### config.mk
export PLATFORM = sky130hd
export DESIGN_NAME = websocket_frame_decoder
export DESIGN_NICKNAME = d
export VERILOG_FILES = /design/src/hdl/wsfd_pkg.sv /design/src/hdl/wsfd_parser.sv /design/src/hdl/websocket_frame_decoder.sv
export VERILOG_INCLUDE_DIRS = /design/src /design/src/hdl
export SDC_FILE = /design/constraint.sdc
export NUM_CORES = 1
export LEC_CHECK = 0
export ABC_AREA = 1
export BUFFER_PORTS_ARGS = -buffer_cell sky130_fd_sc_hd__buf_2
export CORE_MARGIN = 4
export CORE_UTILIZATION = 30
export CTS_CLUSTER_SIZE = 14
export DETAILED_ROUTE_END_ITERATION = 10
export HOLD_SLACK_MARGIN = 0.15
export MAX_ROUTING_LAYER = met4
export SYNTH_ARGS = -nofsm -noshare
export SYNTH_HDL_FRONTEND = slang
export SYNTH_SLANG_ARGS = --single-unit
### constraint.sdc
create_clock -name clk_i -period 2.6 [get_ports clk_i]
set_input_delay 0.52 -clock clk_i [delete_from_list [all_inputs] [get_ports clk_i]]
set_output_delay 0.52 -clock clk_i [all_outputs]
set_load 0.01 [all_outputs]
### src/hdl/websocket_frame_decoder_defines.svh
// assertion macros of the frame decoder, used by the parser module
`ifndef WEBSOCKET_FRAME_DECODER_DEFINES_SVH
`define WEBSOCKET_FRAME_DECODER_DEFINES_SVH

// same-cycle implication, clocked on clk_i, off during reset
`define WSFD_ASSERT_NOW(lbl, ante, cons, msg) \
  lbl: assert property (@(posedge clk_i) disable iff (!rst_ni) (ante) |-> (cons)) \
    else $error(msg);

// next-cycle implication, clocked on clk_i, off during reset
`define WSFD_ASSERT_NEXT(lbl, ante, cons, msg) \
  lbl: assert property (@(posedge clk_i) disable iff (!rst_ni) (ante) |=> (cons)) \
    else $error(msg);

`endif

### src/hdl/wsfd_pkg.sv
// types and constants of the websocket frame decoder
package wsfd_pkg;

  typedef enum logic [2:0] {
    PH_HDR1    = 3'd0,
    PH_HDR2    = 3'd1,
    PH_EXTLEN  = 3'd2,
    PH_KEY     = 3'd3,
    PH_PAYLOAD = 3'd4,
    PH_SKIP    = 3'd5
  } phase_e;

  typedef enum logic [1:0] {
    ST_DATA   = 2'd0,
    ST_EMPTY  = 2'd1,
    ST_OPCODE = 2'd2,
    ST_SHORT  = 2'd3
  } status_e;

  localparam logic [3:0] OPCODE_MASK = 4'hF;
  localparam logic [3:0] OPCODE_TEXT = 4'h1;
  localparam logic [6:0] LEN_EXT16   = 7'd126;
  localparam logic [6:0] LEN_EXT64   = 7'd127;
  localparam logic [2:0] EXT16_LEFT  = 3'd1;
  localparam logic [2:0] EXT64_LEFT  = 3'd7;
  localparam logic [1:0] KEY_LAST    = 2'd3;

  typedef struct packed {
    logic        valid;
    logic [7:0]  data;
    status_e     status;
    logic        msg_end;
  } result_t;

endpackage

### src/hdl/wsfd_parser.sv
// frame header parser, length and key capture, payload unmasking
module wsfd_parser (
  input  logic              clk_i,
  input  logic              rst_ni,
  input  logic              accept_i,
  input  logic [7:0]        data_byte_i,
  input  logic              buffer_end_i,
  output wsfd_pkg::result_t result_o
);

  `include "websocket_frame_decoder_defines.svh"

  wsfd_pkg::phase_e phase_q, phase_d;
  logic [63:0] payload_length_q, payload_length_d;
  logic [2:0]  length_bytes_left_q, length_bytes_left_d;
  logic [31:0] mask_key_q, mask_key_d;
  logic [1:0]  key_bytes_seen_q, key_bytes_seen_d;
  logic [63:0] payload_remaining_q, payload_remaining_d;
  logic [1:0]  mask_position_q, mask_position_d;

  logic [6:0]  len7;
  logic [63:0] remaining_dec;
  logic        remaining_done;
  logic [7:0]  key_byte;
  wsfd_pkg::phase_e after_phase;

  assign len7           = data_byte_i[6:0];
  assign remaining_dec  = payload_remaining_q - 64'd1;
  assign remaining_done = (remaining_dec == '0);
  assign after_phase    = buffer_end_i ? wsfd_pkg::PH_HDR1 : wsfd_pkg::PH_SKIP;

  // key byte 0 sits in the top bits
  always_comb begin
    case (mask_position_q)
      2'd0:    key_byte = mask_key_q[31:24];
      2'd1:    key_byte = mask_key_q[23:16];
      2'd2:    key_byte = mask_key_q[15:8];
      default: key_byte = mask_key_q[7:0];
    endcase
  end

  // next state
  always_comb begin
    phase_d             = phase_q;
    payload_length_d    = payload_length_q;
    length_bytes_left_d = length_bytes_left_q;
    mask_key_d          = mask_key_q;
    key_bytes_seen_d    = key_bytes_seen_q;
    payload_remaining_d = payload_remaining_q;
    mask_position_d     = mask_position_q;
    case (phase_q)
      wsfd_pkg::PH_HDR1: begin
        if (buffer_end_i) begin
          phase_d = wsfd_pkg::PH_HDR1;
        end else if ((data_byte_i[3:0] & wsfd_pkg::OPCODE_MASK) != wsfd_pkg::OPCODE_TEXT) begin
          phase_d = wsfd_pkg::PH_SKIP;
        end else begin
          phase_d = wsfd_pkg::PH_HDR2;
        end
      end
      wsfd_pkg::PH_HDR2: begin
        payload_length_d = '0;
        key_bytes_seen_d = '0;
        mask_key_d       = '0;
        if (len7 == wsfd_pkg::LEN_EXT16) begin
          length_bytes_left_d = wsfd_pkg::EXT16_LEFT;
          phase_d             = wsfd_pkg::PH_EXTLEN;
        end else if (len7 == wsfd_pkg::LEN_EXT64) begin
          length_bytes_left_d = wsfd_pkg::EXT64_LEFT;
          phase_d             = wsfd_pkg::PH_EXTLEN;
        end else begin
          payload_length_d = {57'd0, len7};
          phase_d          = wsfd_pkg::PH_KEY;
        end
        if (buffer_end_i) phase_d = wsfd_pkg::PH_HDR1;
      end
      wsfd_pkg::PH_EXTLEN: begin
        payload_length_d = {payload_length_q[55:0], data_byte_i};
        if (length_bytes_left_q == '0) begin
          key_bytes_seen_d = '0;
          mask_key_d       = '0;
          phase_d          = wsfd_pkg::PH_KEY;
        end else begin
          length_bytes_left_d = length_bytes_left_q - 3'd1;
        end
        if (buffer_end_i) phase_d = wsfd_pkg::PH_HDR1;
      end
      wsfd_pkg::PH_KEY: begin
        mask_key_d = {mask_key_q[23:0], data_byte_i};
        if (key_bytes_seen_q == wsfd_pkg::KEY_LAST) begin
          key_bytes_seen_d    = '0;
          payload_remaining_d = payload_length_q;
          mask_position_d     = '0;
          if (payload_length_q == '0) begin
            phase_d = after_phase;
          end else if (buffer_end_i) begin
            phase_d = wsfd_pkg::PH_HDR1;
          end else begin
            phase_d = wsfd_pkg::PH_PAYLOAD;
          end
        end else begin
          key_bytes_seen_d = key_bytes_seen_q + 2'd1;
          if (buffer_end_i) phase_d = wsfd_pkg::PH_HDR1;
        end
      end
      wsfd_pkg::PH_PAYLOAD: begin
        payload_remaining_d = remaining_dec;
        mask_position_d     = mask_position_q + 2'd1;
        if (remaining_done) begin
          phase_d = after_phase;
        end else if (buffer_end_i) begin
          phase_d = wsfd_pkg::PH_HDR1;
        end
      end
      default: phase_d = after_phase;
    endcase
  end

  // result of the current byte
  always_comb begin
    result_o.valid   = 1'b0;
    result_o.data    = '0;
    result_o.status  = wsfd_pkg::ST_DATA;
    result_o.msg_end = 1'b0;
    case (phase_q)
      wsfd_pkg::PH_HDR1: begin
        if (buffer_end_i) begin
          result_o.valid   = 1'b1;
          result_o.status  = wsfd_pkg::ST_SHORT;
          result_o.msg_end = 1'b1;
        end else if ((data_byte_i[3:0] & wsfd_pkg::OPCODE_MASK) != wsfd_pkg::OPCODE_TEXT) begin
          result_o.valid   = 1'b1;
          result_o.status  = wsfd_pkg::ST_OPCODE;
          result_o.msg_end = 1'b1;
        end
      end
      wsfd_pkg::PH_HDR2, wsfd_pkg::PH_EXTLEN: begin
        if (buffer_end_i) begin
          result_o.valid   = 1'b1;
          result_o.status  = wsfd_pkg::ST_SHORT;
          result_o.msg_end = 1'b1;
        end
      end
      wsfd_pkg::PH_KEY: begin
        if (key_bytes_seen_q == wsfd_pkg::KEY_LAST && payload_length_q == '0) begin
          result_o.valid   = 1'b1;
          result_o.status  = wsfd_pkg::ST_EMPTY;
          result_o.msg_end = 1'b1;
        end else if (buffer_end_i) begin
          result_o.valid   = 1'b1;
          result_o.status  = wsfd_pkg::ST_SHORT;
          result_o.msg_end = 1'b1;
        end
      end
      wsfd_pkg::PH_PAYLOAD: begin
        result_o.valid = 1'b1;
        if (remaining_done) begin
          result_o.data    = data_byte_i ^ key_byte;
          result_o.msg_end = 1'b1;
        end else if (buffer_end_i) begin
          result_o.status  = wsfd_pkg::ST_SHORT;
          result_o.msg_end = 1'b1;
        end else begin
          result_o.data = data_byte_i ^ key_byte;
        end
      end
      default: result_o.valid = 1'b0;
    endcase
  end

  always_ff @(posedge clk_i or negedge rst_ni) begin
    if (!rst_ni) begin
      phase_q             <= wsfd_pkg::PH_HDR1;
      payload_length_q    <= '0;
      length_bytes_left_q <= '0;
      mask_key_q          <= '0;
      key_bytes_seen_q    <= '0;
      payload_remaining_q <= '0;
      mask_position_q     <= '0;
    end else if (accept_i) begin
      phase_q             <= phase_d;
      payload_length_q    <= payload_length_d;
      length_bytes_left_q <= length_bytes_left_d;
      mask_key_q          <= mask_key_d;
      key_bytes_seen_q    <= key_bytes_seen_d;
      payload_remaining_q <= payload_remaining_d;
      mask_position_q     <= mask_position_d;
    end
  end

  `WSFD_ASSERT_NEXT(a_buffer_end_rearms, accept_i && buffer_end_i, phase_q == wsfd_pkg::PH_HDR1, "buffer end did not return to first header byte")
  `WSFD_ASSERT_NOW(a_payload_nonzero, phase_q == wsfd_pkg::PH_PAYLOAD, payload_remaining_q != '0, "payload phase with nothing remaining")
  `WSFD_ASSERT_NOW(a_status_marks_end, result_o.valid && result_o.status != wsfd_pkg::ST_DATA, result_o.msg_end && result_o.data == '0, "status result without end mark or with data")
  `WSFD_ASSERT_NEXT(a_length_to_key, accept_i && !buffer_end_i && phase_q == wsfd_pkg::PH_EXTLEN && length_bytes_left_q == '0, phase_q == wsfd_pkg::PH_KEY, "extended length did not move on to key")

endmodule

### src/hdl/websocket_frame_decoder.sv
// top level of the websocket frame decoder with its result register
// Receive-side decoder for one masked WebSocket text frame per buffer, fed
// one byte per transfer with buffer_end_i on the final byte of the buffer.
// It reads the two header bytes (only opcode 1 is taken, FIN and the mask bit
// are not looked at), a 16-bit or 64-bit big-endian extended length where the
// 7-bit length says so, and the 4-byte masking key, then hands out each
// payload byte XORed with the key byte that rotates with the byte position,
// message_end_o marking the last one. Status results (empty message,
// unsupported opcode, frame too short) carry message_end_o high and a zero
// payload byte; bytes after the frame are dropped up to the buffer end, and
// the byte with buffer_end_i always leaves the block ready for a new frame.
// Rate: one byte per cycle while the result register is free or drained; each
// byte is a single registered pass through the parser, whose longest path is
// the 64-bit payload counter decrement and zero test. A result waits in the
// output register while the next byte is taken as long as out_ready_i is high
// or the register is empty.
module websocket_frame_decoder (
  input  logic       clk_i,
  input  logic       rst_ni,
  // input byte channel
  input  logic       in_valid_i,
  output logic       in_ready_o,
  input  logic [7:0] data_byte_i,
  input  logic       buffer_end_i,
  // result channel
  output logic       out_valid_o,
  input  logic       out_ready_i,
  output logic [7:0] payload_byte_o,
  output logic [1:0] status_o,
  output logic       message_end_o
);

  wsfd_pkg::result_t result;

  logic       accept;
  logic       out_valid_q;
  logic [7:0] payload_byte_q;
  logic [1:0] status_q;
  logic       message_end_q;

  // take a byte whenever the result register is free or being drained
  assign in_ready_o = !out_valid_q || out_ready_i;
  assign accept     = in_valid_i && in_ready_o;

  wsfd_parser u_parser (
    .clk_i        (clk_i),
    .rst_ni       (rst_ni),
    .accept_i     (accept),
    .data_byte_i  (data_byte_i),
    .buffer_end_i (buffer_end_i),
    .result_o     (result)
  );

  // valid flag of the result register
  always_ff @(posedge clk_i or negedge rst_ni) begin
    if (!rst_ni) begin
      out_valid_q <= 1'b0;
    end else if (accept) begin
      out_valid_q <= result.valid;
    end else if (out_ready_i) begin
      out_valid_q <= 1'b0;
    end
  end

  // result payload, loaded only when a byte produces a result
  always_ff @(posedge clk_i) begin
    if (accept && result.valid) begin
      payload_byte_q <= result.data;
      status_q       <= result.status;
      message_end_q  <= result.msg_end;
    end
  end

  assign out_valid_o    = out_valid_q;
  assign payload_byte_o = payload_byte_q;
  assign status_o       = status_q;
  assign message_end_o  = message_end_q;

endmodule

==> results of run 1 <==
critical path, cell delays in order, from the launching register on:
cell     delay [ns]
dfrtp_1        0.44
nor2_2         0.17
nand2_2        0.09
nor2_4         0.25
buf_6          0.15
nand2_4        0.06
nor2_4         0.08
buf_6          0.12
nand2_1        0.05
nand2_1        0.06
nand2_1        0.07
nor2_2         0.14
nand2_1        0.09
nor2_2         0.09
nand2_2        0.07
nor2_4         0.23
nand2_4        0.12
nand2_2        0.08
nand2_1        0.05
layout by cell type, fill, tap and decap left out, types with 3 or more instances in the layout:
master     instances
dfrtp_1          167
nand3_1           83
dfrtp_2            4
nor2_2            40
xor2_1            16
buf_6             11
edfxtp_1          11
inv_1            205
nand2_2           21
buf_4            118
o21ai_0          174
nand3b_1           3
clkinv_8           4
nand2_4            8
nor3_1            14
o21ai_1            3
nand2_1          277
nand4_1            9
o22ai_1           91
nor2_4            24
nor2_1           142
buf_12             9
inv_8              4
clkbuf_16         17
buf_2             24
o211ai_1           6
or2_2              8
nor4_1            10
ha_1               8
a21oi_1           65
inv_2              6
layout make-up:
type / instances / area [sq um] / share of cell area [%]
clock inverter: 15 / 188 / 1.43
clock buffer: 17 / 425 / 3.24
sequential: 182 / 4610 / 35.1
multi-input combinational: 1018 / 5220 / 39.8
tap: 455 / 569 / 4.34
inverter: 211 / 792 / 6.03
timing repair buffer: 163 / 1320 / 10.1
power breakdown:
group          switching (uW)  internal [uW]
clock                    1340           1390
combinational            5090           2940
sequential                755           3800
total                    7180           8130
routing by layer:
layer	global-route usage, %	routed length (um)	vias to the layer above	part of all wire [%]
met5	-	0	-	0
met4	4.53	653	0	1.9
met3	3.99	2290	37	6.6
met2	27.6	15400	313	44
met1	26.5	16600	5128	48
li1	-	-	5065	-
path summary, 6_finish.rpt:
kind                                                       from                               end  slack, ns  cells after the start
worst max-delay path            u_parser.payload_remaining_q[6]                       status_o[1]      -0.06                     18
worst min-delay path                                out_ready_i                       out_valid_o       0.35                      4
worst max register to register  u_parser.payload_remaining_q[6]                       status_o[1]      -0.06                     18
worst min register to register           u_parser.mask_key_q[9]           u_parser.mask_key_q[17]       0.52                      2
max in group asynchronous                                rst_ni     u_parser.payload_length_q[35]       1.31                      3
min in group asynchronous                                rst_ni  u_parser.payload_remaining_q[12]       0.56                      2
cell families after synthesis:
logic type	count (synthesis)
xor+xnor	17
simple gates	645
buf+inv	266
fa+ha+maj	9
flops	182
compound gates	346
flip-flops by register name, indices dropped and copies added, names as in the netlist:
name and flops:
u_parser.payload_length_q 64, u_parser.payload_remaining_q 64, u_parser.mask_key_q 32, payload_byte_o 8, u_parser.length_bytes_left_q 3, u_parser.phase_q 3, status_o 2, u_parser.key_bytes_seen_q 2
u_parser.mask_position_q 2, message_end_o 1, out_valid_o 1
through the flow:
step           instances  setup slack (ns)  util (%)  TNS [ns]
3_5_place_dp        2004            -0.253      34.6     -1.85
6_report            2061           -0.0556      37.9    -0.175
3_3_place_gp        2004            -0.211      34.6     -1.46
2_1_floorplan       1465             0.208         -         0
5_1_grt             2061            -0.181      37.9     -1.62
4_1_cts             2045           -0.0467      37.0   -0.0925
timing repair:
action / 4_1_cts / 5_1_grt
endpoints found under the hold margin: 31 / 0
pin swaps: 21 / 41
buffers inserted: 7 / 16
gates resized for setup: 48 / 59
cloned: 1 / 0
hold buffers: 1 / 0
setup endpoints to repair: 12 / 12
==> Implementation_results.wiki, run 1 <==
{| class="wikitable"
! Metric !! Value
|-
| Launching element type of the critical path || register
|-
| Via count of the first global-routing pass || between 10000 and 15000
|-
| Clock Latency Late Sink || between 0.4 and 0.5 ns
|-
| Adder-cell area share of the yosys netlist || between 1 and 1.5%
|-
| ANT cells || 0
|-
| Root Buffer || clkbuf_16
|-
| Maximum clock rate || about 380 MHz
|-
| Die outline width || a little under 200 um
|-
| Post-Synthesis Net Count || between 1000 and 1500
|-
| Placed standard-cell area || around 12000 sq um
|-
| Count of clock tree sinks || roughly 180
|-
| Post-synthesis compound-gate area fraction || between 10% and 20%
|-
| Cts bufs inserted || 17
|-
| Number of antenna violations at the first check in global routing || 0
|-
| Rel. slew slack || 55.1%
|-
| Nature of the critical path endpoint || register
|-
| Number of buffers inserted by port buffering || 25
|-
| Final wirelength || about 35000 um
|-
| Top-area cell type share of the netlist area || roughly 41%
|-
| Syn Std Cell Area || 10500 sq um
|-
| Ports placed on the boundary || 26
|-
| Failing checks || setup timing
|-
| Distinct cell type count of the synthesized netlist || 38
|-
| Share of synthesized registers carrying an async set or reset || roughly 94%
|-
| Crit Path Class || register to register
|-
| Count of nets left with antenna violations after detail routing || 0
|-
| Number of max-slew violations in the final report || 0
|-
| Die footprint || about 38000 sq um
|-
| Clock Tree Buf Depth || 2
|-
| Clock Pin Slew Worst Setup and Hold Paths || about 0.080 ns
|-
| Number of flops mapped to enable cells by yosys || 11
|-
| Static leakage power || around 0.0060 uW
|-
| Pre-Repair DR Iteration Count || 5
|-
| Hold violation count in the final report || 0
|-
| Post-synthesis share of cell area spent on xor and xnor gates || between 1 and 1.5%
|-
| Row Count || 68
|-
| GRT Residual Overflow || 0
|-
| HPWL after detailed placement || around 26000 um
|-
| Combinational family with the most area after synthesis || simple AND/OR/NAND/NOR gates
|-
| PD cells || between 1000 and 1500 nW/um^2
|-
| Clock tree from TritonCTS || done
|-
| Detailed router's first-iteration violation count || ~900
|-
| Final Total Pwr || between 15000 and 20000 uW
|-
| Syn Area/Cell || about 7.2 sq um
|-
| Synthesis Warnings || 0
|-
| Post-synthesis sequential element count || 182
|-
| Highest fanout seen on the critical path || 5
|-
| Final critical delay including setup and external delays || roughly 2.7 ns
|-
| Effective utilization at floorplan || 30.4%
|-
| GPL Wtd Cong || roughly 0.96
|-
| Run status || complete, but fails checks
|-
| DR vias || roughly 11000
|-
| RSZ-0062 raised after global routing || yes
|-
| Proportion of synthesized chip area in sequential cells || 43.8%
|-
| Library cell with the highest instance count after synthesis || nand2_1
|-
| Chip Height || between 150 and 200 um
|-
| Main synth FF type || dfrtp_1
|-
| Most frequent cells after synthesis || 302 x nand2_1, 208 x inv_1, 188 x nor2_1
|-
| Number of nets in the final layout || approximately 1600
|-
| Number of violations of the max-capacitance limit || 0
|-
| Slew of the pin with the lowest slew margin || approximately 0.67 ns
|-
| First-pass GRT wire length || 55700 um
|-
| Gate count of the mapped netlist || 1465
|-
| Setup violations, final || 5
|-
| Maximum vdd ir drop || between 0.6 and 0.7 mV
|-
| Layout fillers || between 3000 and 4000
|-
| Share of post-route cells with drive strength above 1 || 19.4%
|-
| Area contributors post-synth || dfrtp_1 41%, nand2_1 11%, o21ai_0 8.4%, inv_1 7.4%, nor2_1 6.7%
|-
| Ratio of final minimum period to clock period || 102%
|-
| Global-route usage over all layers || a little under a fifth
|-
| Average routed wire per standard cell || 16.9 um
|-
| Req. time, crit path || about 2.8 ns
|-
| Area fraction in and, or, nand and nor cells after synthesis || between 20% and 30%
|-
| Core Footprint || 34600 sq um
|-
| Worst path arrival time || approximately 2.9 ns
|-
| Worst Hold Margin || 0.349 ns
|-
| Post-synthesis to final-layout area growth || 24.6%
|-
| Worst min-delay path category || input port to register
|-
| Worst clock skew || ~0.017 ns
|-
| Maximum number of pins on one net before global-route repair || between 100 and 150
|-
| Detailed-route DRC error count || 0
|-
| Post-synthesis mux area share || 0%
|-
| Most area-hungry cell type in the Yosys netlist || dfrtp_1
|-
| Vias per Instance || about 5.1
|-
| Final design area excluding fillers || ~13000 sq um
|-
| Final worst-path setup slack || -0.0556 ns
|-
| H-tree depth reported by CTS || 4
|}
No activity file was read; power rests on OpenSTA's default activity.
==> inputs of run 2 (changes only) <==
--- a/config.mk
+++ b/config.mk
@@ -8,7 +8,7 @@
 export LEC_CHECK = 0
 export ABC_AREA = 1
 export BUFFER_PORTS_ARGS = -buffer_cell sky130_fd_sc_hd__buf_2
-export CORE_MARGIN = 4
+export CORE_MARGIN = 2
 export CORE_UTILIZATION = 30
 export CTS_CLUSTER_SIZE = 14
 export DETAILED_ROUTE_END_ITERATION = 10
==> Implementation_results.wiki, run 2 (same netlist as run 1, synthesis figures left out) <==
{| class="wikitable"
! Metric !! Value
|-
| Detailed router's first-iteration violation count || ~860
|-
| Run status || complete, but fails checks
|-
| Placed Cells || 1997
|-
| Area used by sequential logic in the layout || approximately 4600 sq um
|-
| Share of post-route cells with drive strength above 1 || 18.9%
|-
| Static leakage power || between 0.005 and 0.006 uW
|-
| Worst setup startpoint || u_parser.payload_remaining_q[9]
|-
| PD cells || approximately 1200 nW/um^2
|-
| Nature of the critical path endpoint || register
|-
| Most frequent cells in the layout || 269 x nand2_1, 203 x inv_1, 172 x o21ai_0, 170 x dfrtp_1, 156 x nor2_1
|-
| Number of nets in the final layout || about 1600
|-
| Global-route usage over all layers || 20.3%
|-
| R2R Path Start || u_parser.payload_remaining_q[9]
|-
| Req. time, crit path || ~2.8 ns
|-
| Launch instance of the worst min-delay path || out_ready_i
|-
| Count of nets left with antenna violations after detail routing || 0
|-
| Clock tree from TritonCTS || done
|-
| GPL Wtd Cong || about 0.95
|-
| DR vias || approximately 10000
|-
| Layout fillers || around 3600
|-
| Clock Latency Late Sink || roughly 0.45 ns
|-
| Worst min-delay path category || input port to register
|-
| Largest registers ranked by flip-flop count || u_parser.payload_length_q: 64 flops, u_parser.payload_remaining_q: 64 flops, u_parser.mask_key_q: 32 flops
|-
| Most common library cell in the layout ignoring fill and taps || nand2_1
|-
| Vias per Instance || a little over 5
|-
| Clock Pin Slew Worst Setup and Hold Paths || ~0.080 ns
|-
| Number of buffers inserted by port buffering || 25
|-
| Worst clock skew || roughly 0.017 ns
|-
| Core Footprint || 34500 sq um
|-
| Failing checks || setup timing
|-
| Row Count || between 60 and 70
|-
| Crit Path Class || register to register
|-
| Final worst-path setup slack || -0.0405 ns
|-
| Number of antenna violations at the first check in global routing || 0
|-
| Maximum number of pins on one net before global-route repair || around 110
|-
| Ratio of final minimum period to clock period || 102%
|-
| HPWL after detailed placement || approximately 25000 um
|-
| Die outline width || ~190 um
|-
| TNS Setup || -0.116 ns
|-
| Post-layout utilization of the core || between 30% and 40%
|-
| Worst path arrival time || 2.84 ns
|-
| Post-synthesis to final-layout area growth || 24.8%
|-
| Ports placed on the boundary || 26
|-
| GRT Residual Overflow || 0
|-
| Clock Tree Buf Depth || 2
|-
| Maximum clock rate || 379 MHz
|-
| Pre-Repair DR Iteration Count || 6
|-
| Maximum vdd ir drop || ~0.6 mV
|-
| Area occupied by multi-input gates || roughly 5300 sq um
|-
| Root Buffer || clkbuf_16
|-
| ANT cells || 0
|-
| Final wirelength || 35200 um
|-
| Worst Hold Margin || 0.344 ns
|-
| Number of violations of the max-capacitance limit || 0
|-
| Number of max-slew violations in the final report || 0
|-
| Rel. slew slack || around three fifths
|-
| Die footprint || between 30000 and 40000 sq um
|-
| Final critical delay including setup and external delays || roughly 2.6 ns
|-
| Effective utilization at floorplan || between 30% and 40%
|-
| Via count of the first global-routing pass || 10100
|-
| Highest fanout seen on the critical path || 5
|-
| Filler-free cell count of the finished design || ~2100
|-
| Average routed wire per standard cell || roughly 17 um
|-
| H-tree depth reported by CTS || 4
|-
| Hold violation count in the final report || 0
|-
| RSZ-0062 raised after global routing || yes
|-
| Chip Height || 191 um
|-
| Slew of the pin with the lowest slew margin || approximately 0.63 ns
|-
| Count of clock tree sinks || 182
|-
| Detailed-route DRC error count || 0
|-
| Launching element type of the critical path || register
|-
| First-pass GRT wire length || about 56000 um
|-
| Cts bufs inserted || 17
|-
| Setup violations, final || 6
|}
==> run 2: critical path, cell delays in order (launching register included) <==
cell and delay [ns]:
dfrtp_2 0.46, nor2_2 0.15, nand2_1 0.10, buf_4 0.15
nor2_2 0.11, nand2_1 0.12, nor2_4 0.18, nand2_1 0.07
nand2_1 0.06, nand2_1 0.09, nor2_4 0.15, nand2_1 0.07
nor2_1 0.11, nand2_1 0.10, nor2_4 0.20, nand2_4 0.12
nand2_4 0.09, nand2_1 0.05
==> run 2: per-stage QoR <==
| stage | setup slack (ns) | instance area, sq um | power [uW] |
|---|---|---|---|
| final | -0.0405 | 13100 | 15400 |
| after global routing | -0.167 | 13100 | 16500 |
| after CTS | -0.0305 | 12800 | 14900 |
| after detailed placement | -0.193 | 11900 | 11800 |
| after global placement | -0.141 | 11900 | 11700 |
| after floorplan | 0.208 | 10500 | 8890 |
==> run 2: worst paths after layout <==
kind / slack [ns] / endpoint / cells after the start
max reg2reg: -0.04 / status_o[0] / 17
max in group asynchronous: 1.20 / u_parser.mask_key_q[11] / 3
min in group asynchronous: 0.65 / u_parser.payload_remaining_q[15] / 2
min reg2reg: 0.51 / u_parser.mask_key_q[30] / 2
max: -0.04 / status_o[0] / 17
min: 0.34 / out_valid_o / 4
==> run 2: cell type report <==
cell class,instances,area share [%]
well taps,455,4.33
flip-flops and latches,182,35.1
inverters,211,6.05
clock inverters,15,1.60
clock buffers,17,3.24
multi-input cells,1018,40.2
repair buffers,155,9.55
==> run 2: what timing repair did <==
| action | in CTS | in global routing |
|---|---|---|
| gates cloned | 1 | 0 |
| endpoints found under the hold margin | 54 | 0 |
| hold buffers | 1 | 0 |
| endpoints found under the setup margin | 12 | 24 |
| pin swaps | 18 | 38 |
| setup buffers | 12 | 10 |
| gates resized for setup | 39 | 78 |
==> run 2: power breakdown <==
group          switching, uW  internal (uW)  total (uW)
clock                   1360           1480        2840
sequential               745           3800        4540
combinational           5100           2870        7980
==> run 2: per-layer routing <==
metal | global-route usage [%] | wire length (um) | vias up
li1 | - | - | 5035
met1 | 29.3 | 16600 | 5002
met2 | 29.1 | 15500 | 355
met3 | 2.66 | 2230 | 46
met4 | 6.60 | 895 | 0
met5 | - | 0 | -
